**src/design/pmf_pkg.sv**
```systemverilog
`timescale 1ns / 1ps
`default_nettype none
package pmf_pkg;

    localparam int FIFO_DEPTH = 16;
    localparam int PTR_W      = $clog2(FIFO_DEPTH);
    localparam int COUNT_W    = $clog2(FIFO_DEPTH + 1);

    localparam int CMD_W   = 3;
    localparam int BYTE_W  = 8;
    localparam int POS_W   = 32;
    localparam int CNT_OUT_W = 5;
    localparam int DIM_W   = 16;
    localparam int PHASE_W = 2;

    localparam logic [BYTE_W-1:0]  EMPTY_BYTE = 8'hff;
    localparam logic [PHASE_W-1:0] LAST_PHASE = 2'd2;

    localparam logic [DIM_W-1:0] WIDTH_RESET  = 16'd1024;
    localparam logic [DIM_W-1:0] HEIGHT_RESET = 16'd768;

    typedef enum logic [CMD_W-1:0] {
        CMD_DATA   = 3'd0,
        CMD_POP    = 3'd1,
        CMD_SET_X  = 3'd2,
        CMD_SET_Y  = 3'd3,
        CMD_CENTRE = 3'd4
    } cmd_t;

    typedef enum logic [0:0] {
        REG_SCREEN_WIDTH  = 1'b0,
        REG_SCREEN_HEIGHT = 1'b1
    } reg_idx_t;

    // status FIFO storage access
    typedef struct packed {
        logic              wr_en;
        logic [PTR_W-1:0]  wr_addr;
        logic [BYTE_W-1:0] wr_data;
        logic              rd_en;
        logic [PTR_W-1:0]  rd_addr;
    } ram_ctrl_t;

    // per-item result, state after the step (popped byte comes from the RAM)
    typedef struct packed {
        logic                 pop_hit;
        logic                 packet_done;
        logic [BYTE_W-1:0]    last_status;
        logic [POS_W-1:0]     cursor_x;
        logic [POS_W-1:0]     cursor_y;
        logic [CNT_OUT_W-1:0] buffered_count;
    } result_t;

endpackage
`default_nettype wire

```
**src/design/pmf_ram.sv**
```systemverilog
`timescale 1ns / 1ps
`default_nettype none
module pmf_ram #(
    parameter int WIDTH = 8,
    parameter int DEPTH = 16
) (
    input  wire logic                     aclk,
    input  wire logic                     wr_en,
    input  wire logic [$clog2(DEPTH)-1:0] wr_addr,
    input  wire logic [WIDTH-1:0]         wr_data,
    input  wire logic                     rd_en,
    input  wire logic [$clog2(DEPTH)-1:0] rd_addr,
    output logic      [WIDTH-1:0]         rd_data
);

    logic [WIDTH-1:0] mem [DEPTH];

    always_ff @(posedge aclk) begin
        if (wr_en) begin
            mem[wr_addr] <= wr_data;
        end
        if (rd_en) begin
            rd_data <= mem[rd_addr];
        end
    end

endmodule
`default_nettype wire

```
**src/design/pmf_decoder.sv**
```systemverilog
`timescale 1ns / 1ps
`default_nettype none
module pmf_decoder (
    input  wire logic                         aclk,
    input  wire logic                         aresetn,
    input  wire logic                         accept,
    input  wire logic [pmf_pkg::CMD_W-1:0]    command,
    input  wire logic [pmf_pkg::BYTE_W-1:0]   data_byte,
    input  wire logic [pmf_pkg::POS_W-1:0]    position_value,
    input  wire logic [pmf_pkg::DIM_W-1:0]    screen_width,
    input  wire logic [pmf_pkg::DIM_W-1:0]    screen_height,
    output pmf_pkg::ram_ctrl_t                ram_ctrl,
    output pmf_pkg::result_t                  result
);

    logic [pmf_pkg::PHASE_W-1:0] phase_reg, phase_next;
    logic [pmf_pkg::BYTE_W-1:0]  first_reg, first_next;
    logic [pmf_pkg::BYTE_W-1:0]  xdelta_reg, xdelta_next;
    logic [pmf_pkg::BYTE_W-1:0]  status_reg, status_next;
    logic [pmf_pkg::POS_W-1:0]   pos_x_reg, pos_x_next;
    logic [pmf_pkg::POS_W-1:0]   pos_y_reg, pos_y_next;
    logic [pmf_pkg::PTR_W-1:0]   wr_ptr_reg, wr_ptr_next;
    logic [pmf_pkg::PTR_W-1:0]   rd_ptr_reg, rd_ptr_next;
    logic [pmf_pkg::COUNT_W-1:0] count_reg, count_next;

    logic push, pop_hit, done;

    function automatic logic [pmf_pkg::PTR_W-1:0] bump(input logic [pmf_pkg::PTR_W-1:0] p);
        logic [pmf_pkg::PTR_W-1:0] r;
        if (p == pmf_pkg::PTR_W'(pmf_pkg::FIFO_DEPTH - 1)) begin
            r = '0;
        end else begin
            r = p + 1'b1;
        end
        return r;
    endfunction

    always_comb begin
        phase_next  = phase_reg;
        first_next  = first_reg;
        xdelta_next = xdelta_reg;
        status_next = status_reg;
        pos_x_next  = pos_x_reg;
        pos_y_next  = pos_y_reg;
        wr_ptr_next = wr_ptr_reg;
        rd_ptr_next = rd_ptr_reg;
        count_next  = count_reg;
        push        = 1'b0;
        pop_hit     = 1'b0;
        done        = 1'b0;
        unique case (command)
            pmf_pkg::CMD_DATA: begin
                if (phase_reg >= pmf_pkg::LAST_PHASE) begin
                    phase_next  = '0;
                    status_next = first_reg;
                    pos_x_next  = pos_x_reg + {{(pmf_pkg::POS_W-8){xdelta_reg[7]}}, xdelta_reg};
                    pos_y_next  = pos_y_reg - {{(pmf_pkg::POS_W-8){data_byte[7]}}, data_byte};
                    done        = 1'b1;
                    if (count_reg < pmf_pkg::COUNT_W'(pmf_pkg::FIFO_DEPTH)) begin
                        push        = 1'b1;
                        wr_ptr_next = bump(wr_ptr_reg);
                        count_next  = count_reg + 1'b1;
                    end
                end else begin
                    if (phase_reg == '0) begin
                        first_next = data_byte;
                    end else begin
                        xdelta_next = data_byte;
                    end
                    phase_next = phase_reg + 1'b1;
                end
            end
            pmf_pkg::CMD_POP: begin
                if (count_reg != '0) begin
                    pop_hit     = 1'b1;
                    rd_ptr_next = bump(rd_ptr_reg);
                    count_next  = count_reg - 1'b1;
                end
            end
            pmf_pkg::CMD_SET_X: pos_x_next = position_value;
            pmf_pkg::CMD_SET_Y: pos_y_next = position_value;
            pmf_pkg::CMD_CENTRE: begin
                pos_x_next = pmf_pkg::POS_W'(screen_width >> 1);
                pos_y_next = pmf_pkg::POS_W'(screen_height >> 1);
                phase_next = '0;
            end
            default: ;  // unused codes leave the state alone
        endcase
    end

    // a push writes entry wr_ptr, a pop reads rd_ptr; one command per item,
    // so a read never lands on the entry written in the same cycle
    assign ram_ctrl.wr_en   = accept && push;
    assign ram_ctrl.wr_addr = wr_ptr_reg;
    assign ram_ctrl.wr_data = first_reg;
    assign ram_ctrl.rd_en   = accept && pop_hit;
    assign ram_ctrl.rd_addr = rd_ptr_reg;

    assign result.pop_hit        = pop_hit;
    assign result.packet_done    = done;
    assign result.last_status    = status_next;
    assign result.cursor_x       = pos_x_next;
    assign result.cursor_y       = pos_y_next;
    assign result.buffered_count = pmf_pkg::CNT_OUT_W'(count_next);

    always_ff @(posedge aclk) begin
        if (!aresetn) begin
            phase_reg  <= '0;
            first_reg  <= '0;
            xdelta_reg <= '0;
            status_reg <= '0;
            pos_x_reg  <= '0;
            pos_y_reg  <= '0;
            wr_ptr_reg <= '0;
            rd_ptr_reg <= '0;
            count_reg  <= '0;
        end else if (accept) begin
            phase_reg  <= phase_next;
            first_reg  <= first_next;
            xdelta_reg <= xdelta_next;
            status_reg <= status_next;
            pos_x_reg  <= pos_x_next;
            pos_y_reg  <= pos_y_next;
            wr_ptr_reg <= wr_ptr_next;
            rd_ptr_reg <= rd_ptr_next;
            count_reg  <= count_next;
        end
    end

    a_count_bound: assert property (@(posedge aclk) disable iff (!aresetn)
        count_reg <= pmf_pkg::COUNT_W'(pmf_pkg::FIFO_DEPTH))
        else $error("fifo count above depth");

    a_pop_empty: assert property (@(posedge aclk) disable iff (!aresetn)
        (accept && command == pmf_pkg::CMD_POP && count_reg == '0)
        |=> ($stable(count_reg) && $stable(rd_ptr_reg)))
        else $error("pop on empty fifo changed state");

    a_pop_count: assert property (@(posedge aclk) disable iff (!aresetn)
        (accept && pop_hit) |=> (count_reg == $past(count_reg) - 1'b1))
        else $error("pop did not decrement count");

    a_full_drop: assert property (@(posedge aclk) disable iff (!aresetn)
        (accept && done && count_reg == pmf_pkg::COUNT_W'(pmf_pkg::FIFO_DEPTH))
        |-> !ram_ctrl.wr_en)
        else $error("write into full fifo");

endmodule
`default_nettype wire

```
**src/design/ps2_mouse_packet_fifo_unit.sv**
```systemverilog
`timescale 1ns / 1ps
`default_nettype none
// Channel   Dir  Handshake          Contents
// s_ (in)   in   s_tvalid/s_tready  tuser: command; tdata: data_byte, position_value
// m_ (out)  out  m_tvalid/m_tready  tuser: popped_valid, packet_done; tdata: results
// cfg       in   cfg_wr_en          cfg_index selects screen_width or screen_height
//
// One item per cycle unless the result is stalled, one result per item: the decoder
// updates its registers and issues the status RAM access at the accept edge,
// and the result register loads at that same edge.
// The popped byte comes straight from the RAM's registered read port, which is
// only enabled by a successful pop, so it holds while the result is stalled.
// Input is taken whenever the result register is empty or being drained.
// Reset (aresetn low, synchronous) clears pointers, count, positions and phase;
// the status RAM is not cleared, a pop only reads entries already written.
module ps2_mouse_packet_fifo_unit (
    input  wire logic                       aclk,
    input  wire logic                       aresetn,
    // configuration writes
    input  wire logic                       cfg_wr_en,
    input  wire logic [0:0]                 cfg_index,
    input  wire logic [pmf_pkg::DIM_W-1:0]  cfg_wdata,
    // input items
    input  wire logic                       s_tvalid,
    output logic                            s_tready,
    input  wire logic [39:0]                s_tdata,   // [7:0] data_byte, [39:8] position_value
    input  wire logic [2:0]                 s_tuser,   // [2:0] command
    // result items
    output logic                            m_tvalid,
    input  wire logic                       m_tready,
    output logic [87:0]                     m_tdata,   // [7:0] popped_byte,
                                                       // [15:8] last_status,
                                                       // [47:16] cursor_x,
                                                       // [79:48] cursor_y,
                                                       // [84:80] buffered_count,
                                                       // [87:85] zero
    output logic [1:0]                      m_tuser    // [0] popped_valid, [1] packet_done
);

    logic [pmf_pkg::DIM_W-1:0] width_reg;
    logic [pmf_pkg::DIM_W-1:0] height_reg;

    logic                      accept;
    pmf_pkg::ram_ctrl_t        ram_ctrl;
    pmf_pkg::result_t          result;
    pmf_pkg::result_t          out_reg;
    logic                      out_valid_reg;
    logic [pmf_pkg::BYTE_W-1:0] ram_rdata;
    logic [pmf_pkg::BYTE_W-1:0] popped_byte;

    // single result stage: refill in the same cycle it drains
    assign s_tready = !out_valid_reg || m_tready;
    assign accept   = s_tvalid && s_tready;

    always_ff @(posedge aclk) begin
        if (!aresetn) begin
            width_reg  <= pmf_pkg::WIDTH_RESET;
            height_reg <= pmf_pkg::HEIGHT_RESET;
        end else if (cfg_wr_en) begin
            unique case (cfg_index)
                pmf_pkg::REG_SCREEN_WIDTH:  width_reg  <= cfg_wdata;
                pmf_pkg::REG_SCREEN_HEIGHT: height_reg <= cfg_wdata;
                default: ;
            endcase
        end
    end

    pmf_decoder u_decoder (
        .aclk           (aclk),
        .aresetn        (aresetn),
        .accept         (accept),
        .command        (s_tuser),
        .data_byte      (s_tdata[7:0]),
        .position_value (s_tdata[39:8]),
        .screen_width   (width_reg),
        .screen_height  (height_reg),
        .ram_ctrl       (ram_ctrl),
        .result         (result)
    );

    pmf_ram #(
        .WIDTH (pmf_pkg::BYTE_W),
        .DEPTH (pmf_pkg::FIFO_DEPTH)
    ) u_status_ram (
        .aclk    (aclk),
        .wr_en   (ram_ctrl.wr_en),
        .wr_addr (ram_ctrl.wr_addr),
        .wr_data (ram_ctrl.wr_data),
        .rd_en   (ram_ctrl.rd_en),
        .rd_addr (ram_ctrl.rd_addr),
        .rd_data (ram_rdata)
    );

    always_ff @(posedge aclk) begin
        if (!aresetn) begin
            out_valid_reg <= 1'b0;
        end else if (accept) begin
            out_valid_reg <= 1'b1;
        end else if (m_tready) begin
            out_valid_reg <= 1'b0;
        end
    end

    // payload, no reset needed
    always_ff @(posedge aclk) begin
        if (accept) begin
            out_reg <= result;
        end
    end

    assign popped_byte = out_reg.pop_hit ? ram_rdata : pmf_pkg::EMPTY_BYTE;

    assign m_tvalid = out_valid_reg;
    assign m_tdata  = {3'b000, out_reg.buffered_count, out_reg.cursor_y,
                       out_reg.cursor_x, out_reg.last_status, popped_byte};
    assign m_tuser  = {out_reg.packet_done, out_reg.pop_hit};

    a_pop_or_done: assert property (@(posedge aclk) disable iff (!aresetn)
        m_tvalid |-> !(m_tuser[0] && m_tuser[1]))
        else $error("pop and packet completion in one item");

    a_empty_byte: assert property (@(posedge aclk) disable iff (!aresetn)
        (m_tvalid && !m_tuser[0]) |-> (m_tdata[7:0] == pmf_pkg::EMPTY_BYTE))
        else $error("popped byte not empty marker without a pop");

    a_hold_rdata: assert property (@(posedge aclk) disable iff (!aresetn)
        (m_tvalid && !m_tready) |=> $stable(ram_rdata))
        else $error("status RAM read data changed under a stall");

endmodule
`default_nettype wire
```
**config.mk**
```make
export PLATFORM = sky130hd
export DESIGN_NAME = ps2_mouse_packet_fifo_unit
export DESIGN_NICKNAME = d
export VERILOG_FILES = /design/src/design/pmf_pkg.sv /design/src/design/pmf_ram.sv /design/src/design/pmf_decoder.sv /design/src/design/ps2_mouse_packet_fifo_unit.sv
export SDC_FILE = /design/constraint.sdc
export NUM_CORES = 1
export LEC_CHECK = 0
export BUFFER_PORTS_ARGS = -buffer_cell sky130_fd_sc_hd__buf_2
export CAP_MARGIN = 40
export CORE_ASPECT_RATIO = 0.5
export CORE_MARGIN = 2
export CORE_UTILIZATION = 53
export CTS_CLUSTER_DIAMETER = 150
export CTS_CLUSTER_SIZE = 28
export DETAILED_ROUTE_END_ITERATION = 8
export GPL_TIMING_DRIVEN = 0
export PLACE_DENSITY = 0.79
export SLEW_MARGIN = 20
export SYNTH_ARGS = -nofsm -noshare
export SYNTH_HDL_FRONTEND = slang
export SYNTH_SLANG_ARGS = --single-unit
```
**constraint.sdc**
```tcl
create_clock -name aclk -period 8.66 [get_ports aclk]
set_input_delay 2.598 -clock aclk [delete_from_list [all_inputs] [get_ports aclk]]
set_output_delay 2.598 -clock aclk [all_outputs]
set_load 0.1 [all_outputs]
```
* Word level (Yosys, flattened, before mapping)
Memory sizes are Yosys's and may differ from the RTL's. A register that Yosys moved wholly into a read port is not among the register bits.
Cells that the tools add are included.
** Cells by class
- Mux-type cells :: 25
- Reductions and logical operators :: 17
- Add/sub/neg operators :: 7
- Bitwise logic cells :: 3
- Equality and inequality tests :: 6
- Magnitude comparators :: 2
** Operator list (count)
- $pmux 32 s3 :: 2
- $mux 32 :: 2
- $add 32x32->32 :: 1
- $sub 32x32->32 :: 1
- $mux 8 :: 3
- $mux 5 :: 3
- $reduce_and 4->1 :: 3
- $mux 1 :: 10
- $pmux 5 s2 :: 1
- $add 4x1->4 const B :: 2
- $eq 4x4->1 const B :: 2
- $mux 4 :: 2
- $eq 3x2->1 const B :: 2
- $reduce_and 2->1 :: 3
- $add 5x1->5 const B :: 1
- $lt 5x5->1 const B :: 1
- $reduce_bool 5->1 :: 1
- $sub 5x1->5 const B :: 1
- $pmux 2 s2 :: 1
- $reduce_bool 2->1 :: 2
- $eq 3x1->1 const B :: 1
- $eq 3x3->1 const B :: 1
- $logic_and 1x1->1 :: 3
- $logic_not 3->1 :: 1
- 8 further kinds :: 10
** Storage, ports and cells
- Flip-flop bits (word level) :: 215
- Output and inout port bits :: 92
- Word-level logic and storage cells :: 79
- Input bits :: 65
- Bits in writable memories :: 128
- Memories kept :: 1
** Memory list
- u_status_ram.mem :: words 16, bits a word 8, read ports 1, clocked after memory_dff 1, write ports 1, line pmf_ram.sv:16 : logic [WIDTH-1:0] mem [DEPTH];

* Longest topological paths before layout
- Depth in word-level cells :: 7
- Gate-level depth with buffers :: 13
- Gate-level depth less buffers :: 13

* Hierarchy
Synthesis repeated with hierarchy kept, for this count alone.
** Second synthesis, totals
- Cells, all modules :: 1692
- Area total of the unflattened synthesis :: 17779.6 µm²
** By module, submodules not included
- pmf_decoder :: instances 1, seq. area each 2062.0 µm², cells an instance 1241, area an instance 8823.5 µm²
- pmf_ram :: instances 1, seq. area each 4083.9 µm², cells an instance 229, area an instance 5227.5 µm²
- ps2_mouse_packet_fifo_unit :: instances 1, seq. area each 3032.9 µm², cells an instance 222, area an instance 3728.6 µm²

* Worst setup path after synthesis
Ideal clock, no wire load.
- Kind :: input to register
- Start point :: input port m_tready
- End point :: register out_reg (netlist bit m_tdata[10]), enable pin
- Data arrival time :: 6.595 ns
- Cell stages on the path :: 5
- Required time :: 8.186 ns
- Library setup time :: 0.474 ns
- Path slack :: 1.591 ns
- Path buffers :: 2
- Cells stage by stage :: nand2b_1 nand2_1 inv_1 clkbuf_1 clkbuf_1
** Between the ends
- Cells in the longest elaborated chain, start to end :: 2
** Ends and longest elaborated chain
- start, declared :: line ps2_mouse_packet_fifo_unit.sv:30 : input wire logic m_tready,
- $logic_or 1x1->1 :: line ps2_mouse_packet_fifo_unit.sv:52 : assign s_tready = !out_valid_reg || m_tready;
- $logic_and 1x1->1 :: line ps2_mouse_packet_fifo_unit.sv:53 : assign accept = s_tvalid && s_tready;
- named net accept :: line ps2_mouse_packet_fifo_unit.sv:43 : logic accept;
- end signal, assigned :: line ps2_mouse_packet_fifo_unit.sv:107 : out_reg <= result;
- end, declared :: line ps2_mouse_packet_fifo_unit.sv:46 : pmf_pkg::result_t out_reg;
The timed path passes the listed nets, and every way through them passes these cells.
A chain may end at the register's enable or synchronous reset.

==> out/results.txt <==
Number of detailed-route iterations in the first pass -> 6
Most used DFF post-synth -> edfxtp_1
Worst vdd ir -> 0.108 mV
Via density -> 6.20
Largest net degree at the start of global routing -> 39
First-pass GRT wire length -> 81.4 mm
Reg-to-Reg Start -> u_decoder.xdelta_reg[7]
Largest Register -> u_status_ram.mem
Placer Congestion -> 0.978
Reg-to-Reg End -> m_tdata[39]
Worst reg-to-reg setup slack -> 5.12 ns
Vias -> 14900
Relative slew slack -> 41.0%
Synth Cell Area -> 18200 um2
Vias in the first global route -> 13800
Final setup vio count -> 0
RSZ-0062 raised after global routing -> false
Chip height -> 135 um
Worst-margin pin slew -> 0.884 ns
Site Rows -> 47
I/O pin total -> 157
Final hold vios -> 0
Leakage -> 7.63 nW
Post-CTS Hold Fix Bufs -> 0
Post-Syn Instances -> 1762
CTS tree -> done
Netlist cell types -> 85
Gr usage total -> 29.9%
Tcrit/Tclk final -> 67.5%
WHS -> 0.477 ns
Clock transition at path regs -> 0.12 ns
Clk_skew -> 0.0405 ns
Dpl hpwl -> 40.2 mm
Hold depth -> 2
Congestion Overflow GR -> 0
Synth Register Bits -> 349
# H-tree levels -> 1
Root Driver -> clkbuf_16
CP max FO -> 15
Initial Util -> 54.4%
Slew Viols, Final -> 0
Final nets -> 2078
I/O Buffers -> 150
Sequential share of the synthesized area -> 50.3%
Worst skew pair latency -> 0.56 ns
Critical hold path startpoint -> height_reg[12]
Initial antenna violation count -> 3
Final min period -> 5.84 ns
Hold path endpoint -> height_reg[12]
CP Class -> primary input to flip-flop
P&R area growth vs syn -> 10.7%
Antenna Nets Post-Route -> 0
Setup repair bufs after CTS -> 0
CTS sink cnt -> 349
Max FFs per register -> 128
Routed WL per cell -> 22.6 um
Overall power -> 3.44 mW
Die area -> 35900 um2
WP data arrival -> 6.17 ns
Worst reg2reg path depth -> 10
Critical path required time -> 8.99 ns
Fillcell total -> 2866
Critical Path Sink Type -> flip-flop
Post-synth EDFFs -> 215
Starting DRT DRC Count -> 1736
DRC Markers -> 0
Die Width -> 266 um
Worst min path class -> flip-flop to flip-flop
Synth area leaders -> edfxtp_1 (36%), dfxtp_1 (15%), mux4_2 (5.0%), nand2_1 (4.9%), ha_1 (4.8%)
Status -> finished, final reports clean
Resize count post-CTS -> 0
Max-Cap Viols -> 0
Cell taking the most area after synthesis -> edfxtp_1
Final wirelength -> 54.1 mm
Yosys warnings -> 0
Ys async rst share -> 0%
Maximum clock path buffer count -> 3
Fmax -> 0.171 GHz
Pwr per Cell Area -> 171 nW/um2
Startpoint type of the worst setup path -> primary input
Number of buffers created by CTS -> 16
Syn Area/Cell -> 10.3 um2
Synth top area share -> 35.5%
Setup TNS -> 0 ns
Core Box Area -> 33400 um2
Layout cells sized above 1 -> 13.7%
[area by class of cell]
type	instances	area, um2	share of cell area (%)
sequential	349	9140	45.5
antenna	2	5.00	0.0249
clock buffer	27	463	2.30
buffer	109	437	2.17
inverter	56	210	1.05
timing repair buffer	160	881	4.38
multi-input combinational	1250	8400	41.8
clock inverter	1	16.3	0.0809
tap	441	552	2.74
[cells by family after synthesis]
| family | Yosys count | synth area share [%] |
|---|---|---|
| compound gates | 514 | 19.3 |
| xor+xnor | 54 | 2.60 |
| fa+ha+maj | 71 | 4.97 |
| buf+inv | 165 | 3.54 |
| flops | 349 | 50.3 |
| mux | 53 | 5.69 |
| other cells | 1 | 0.0206 |
| simple gates | 555 | 13.5 |
[cell usage after synthesis (all sizes together), types with 7 or more instances]
| cell | number |
|---|---|
| clkbuf | 93 |
| buf | 16 |
| a222oi | 14 |
| mux4 | 40 |
| a21o | 27 |
| nand3 | 34 |
| edfxtp | 215 |
| xnor2 | 27 |
| ha | 69 |
| nand2 | 238 |
| inv | 56 |
| mux2i | 11 |
| a21oi | 133 |
| nor3 | 16 |
| xor2 | 27 |
| o21bai | 18 |
| nand2b | 28 |
| nor2 | 158 |
| o21a | 8 |
| o21ba | 7 |
| o21ai | 101 |
| a221oi | 7 |
| and2 | 18 |
| nor2b | 23 |
| nor3b | 12 |
| o22a | 15 |
| a31oi | 19 |
| a21boi | 58 |
| nand4 | 12 |
| a22oi | 19 |
| dfxtp | 134 |
| o31ai | 9 |
| o211ai | 11 |
[critical path: stages]
cell and delay [ns]:
buf_2 0.16, inv_1 0.59, buf_8 0.24, ha_1 0.24, buf_2 0.17, a21oi_1 0.21
o21ai_0 0.16, a311oi_1 0.49, a31oi_1 0.24, o21a_1 0.26, o311ai_2 0.38, o21ai_0 0.16
a221o_1 0.27
[metal layers]
layer	track usage (%)	part of all wire [%]	vias up
met2	47.3	45	733
met3	7.35	10	103
met4	9.30	3.0	2
met5	0.135	0.020	-
li1	-	-	6820
met1	40.8	41	7198
[through the flow]
step                      utilization (%)  cell area, um2  cells  worst slack (ns)
final                                60.2           20100   2395              2.82
after global routing                 60.2           20100   2394              2.62
after CTS                            60.1           20100   2391              2.83
after detailed placement             58.7           19600   2363              2.30
after global placement               58.3           19500   2355             0.478
after floorplan                         -           18200   1764              1.59
[placed cells by master, fill, tap and decap left out, types with 12 or more instances in the layout]
cell	n
nor2b_1	23
dfxtp_1	134
nor3b_1	12
and2_1	18
xor2_1	27
o21bai_1	18
nor2_1	157
clkbuf_16	17
o22a_1	15
nor3_1	12
a222oi_1	14
buf_2	156
a21oi_1	129
xnor2_1	27
a21boi_0	57
o21ai_0	94
nand2b_1	28
ha_1	69
a21o_1	27
mux4_2	40
nand2_1	238
nand3_1	33
inv_1	56
a31oi_1	19
a22oi_1	19
nand4_1	12
clkbuf_1	102
edfxtp_1	215
[worst max path at each step]
| stage | endpoint | slack, ns | startpoint | cells after the start |
|---|---|---|---|---|
| global placement | m_tdata[12] | 0.48 | m_tready | 6 |
| finish | m_tdata[79] | 2.82 | s_tdata[7] | 13 |
| detailed placement | m_tdata[79] | 2.30 | s_tdata[7] | 13 |
| CTS | s_tready | 2.83 | m_tready | 3 |
| floorplan | m_tdata[10] | 1.59 | m_tready | 5 |
| global route | m_tdata[79] | 2.62 | s_tdata[7] | 13 |
[power breakdown]
part | internal [mW] | switching [mW]
Sequential | 1.82 | 0.0385
Combinational | 0.161 | 0.503
Clock | 0.378 | 0.545
Power figures use the tool's default switching activity.
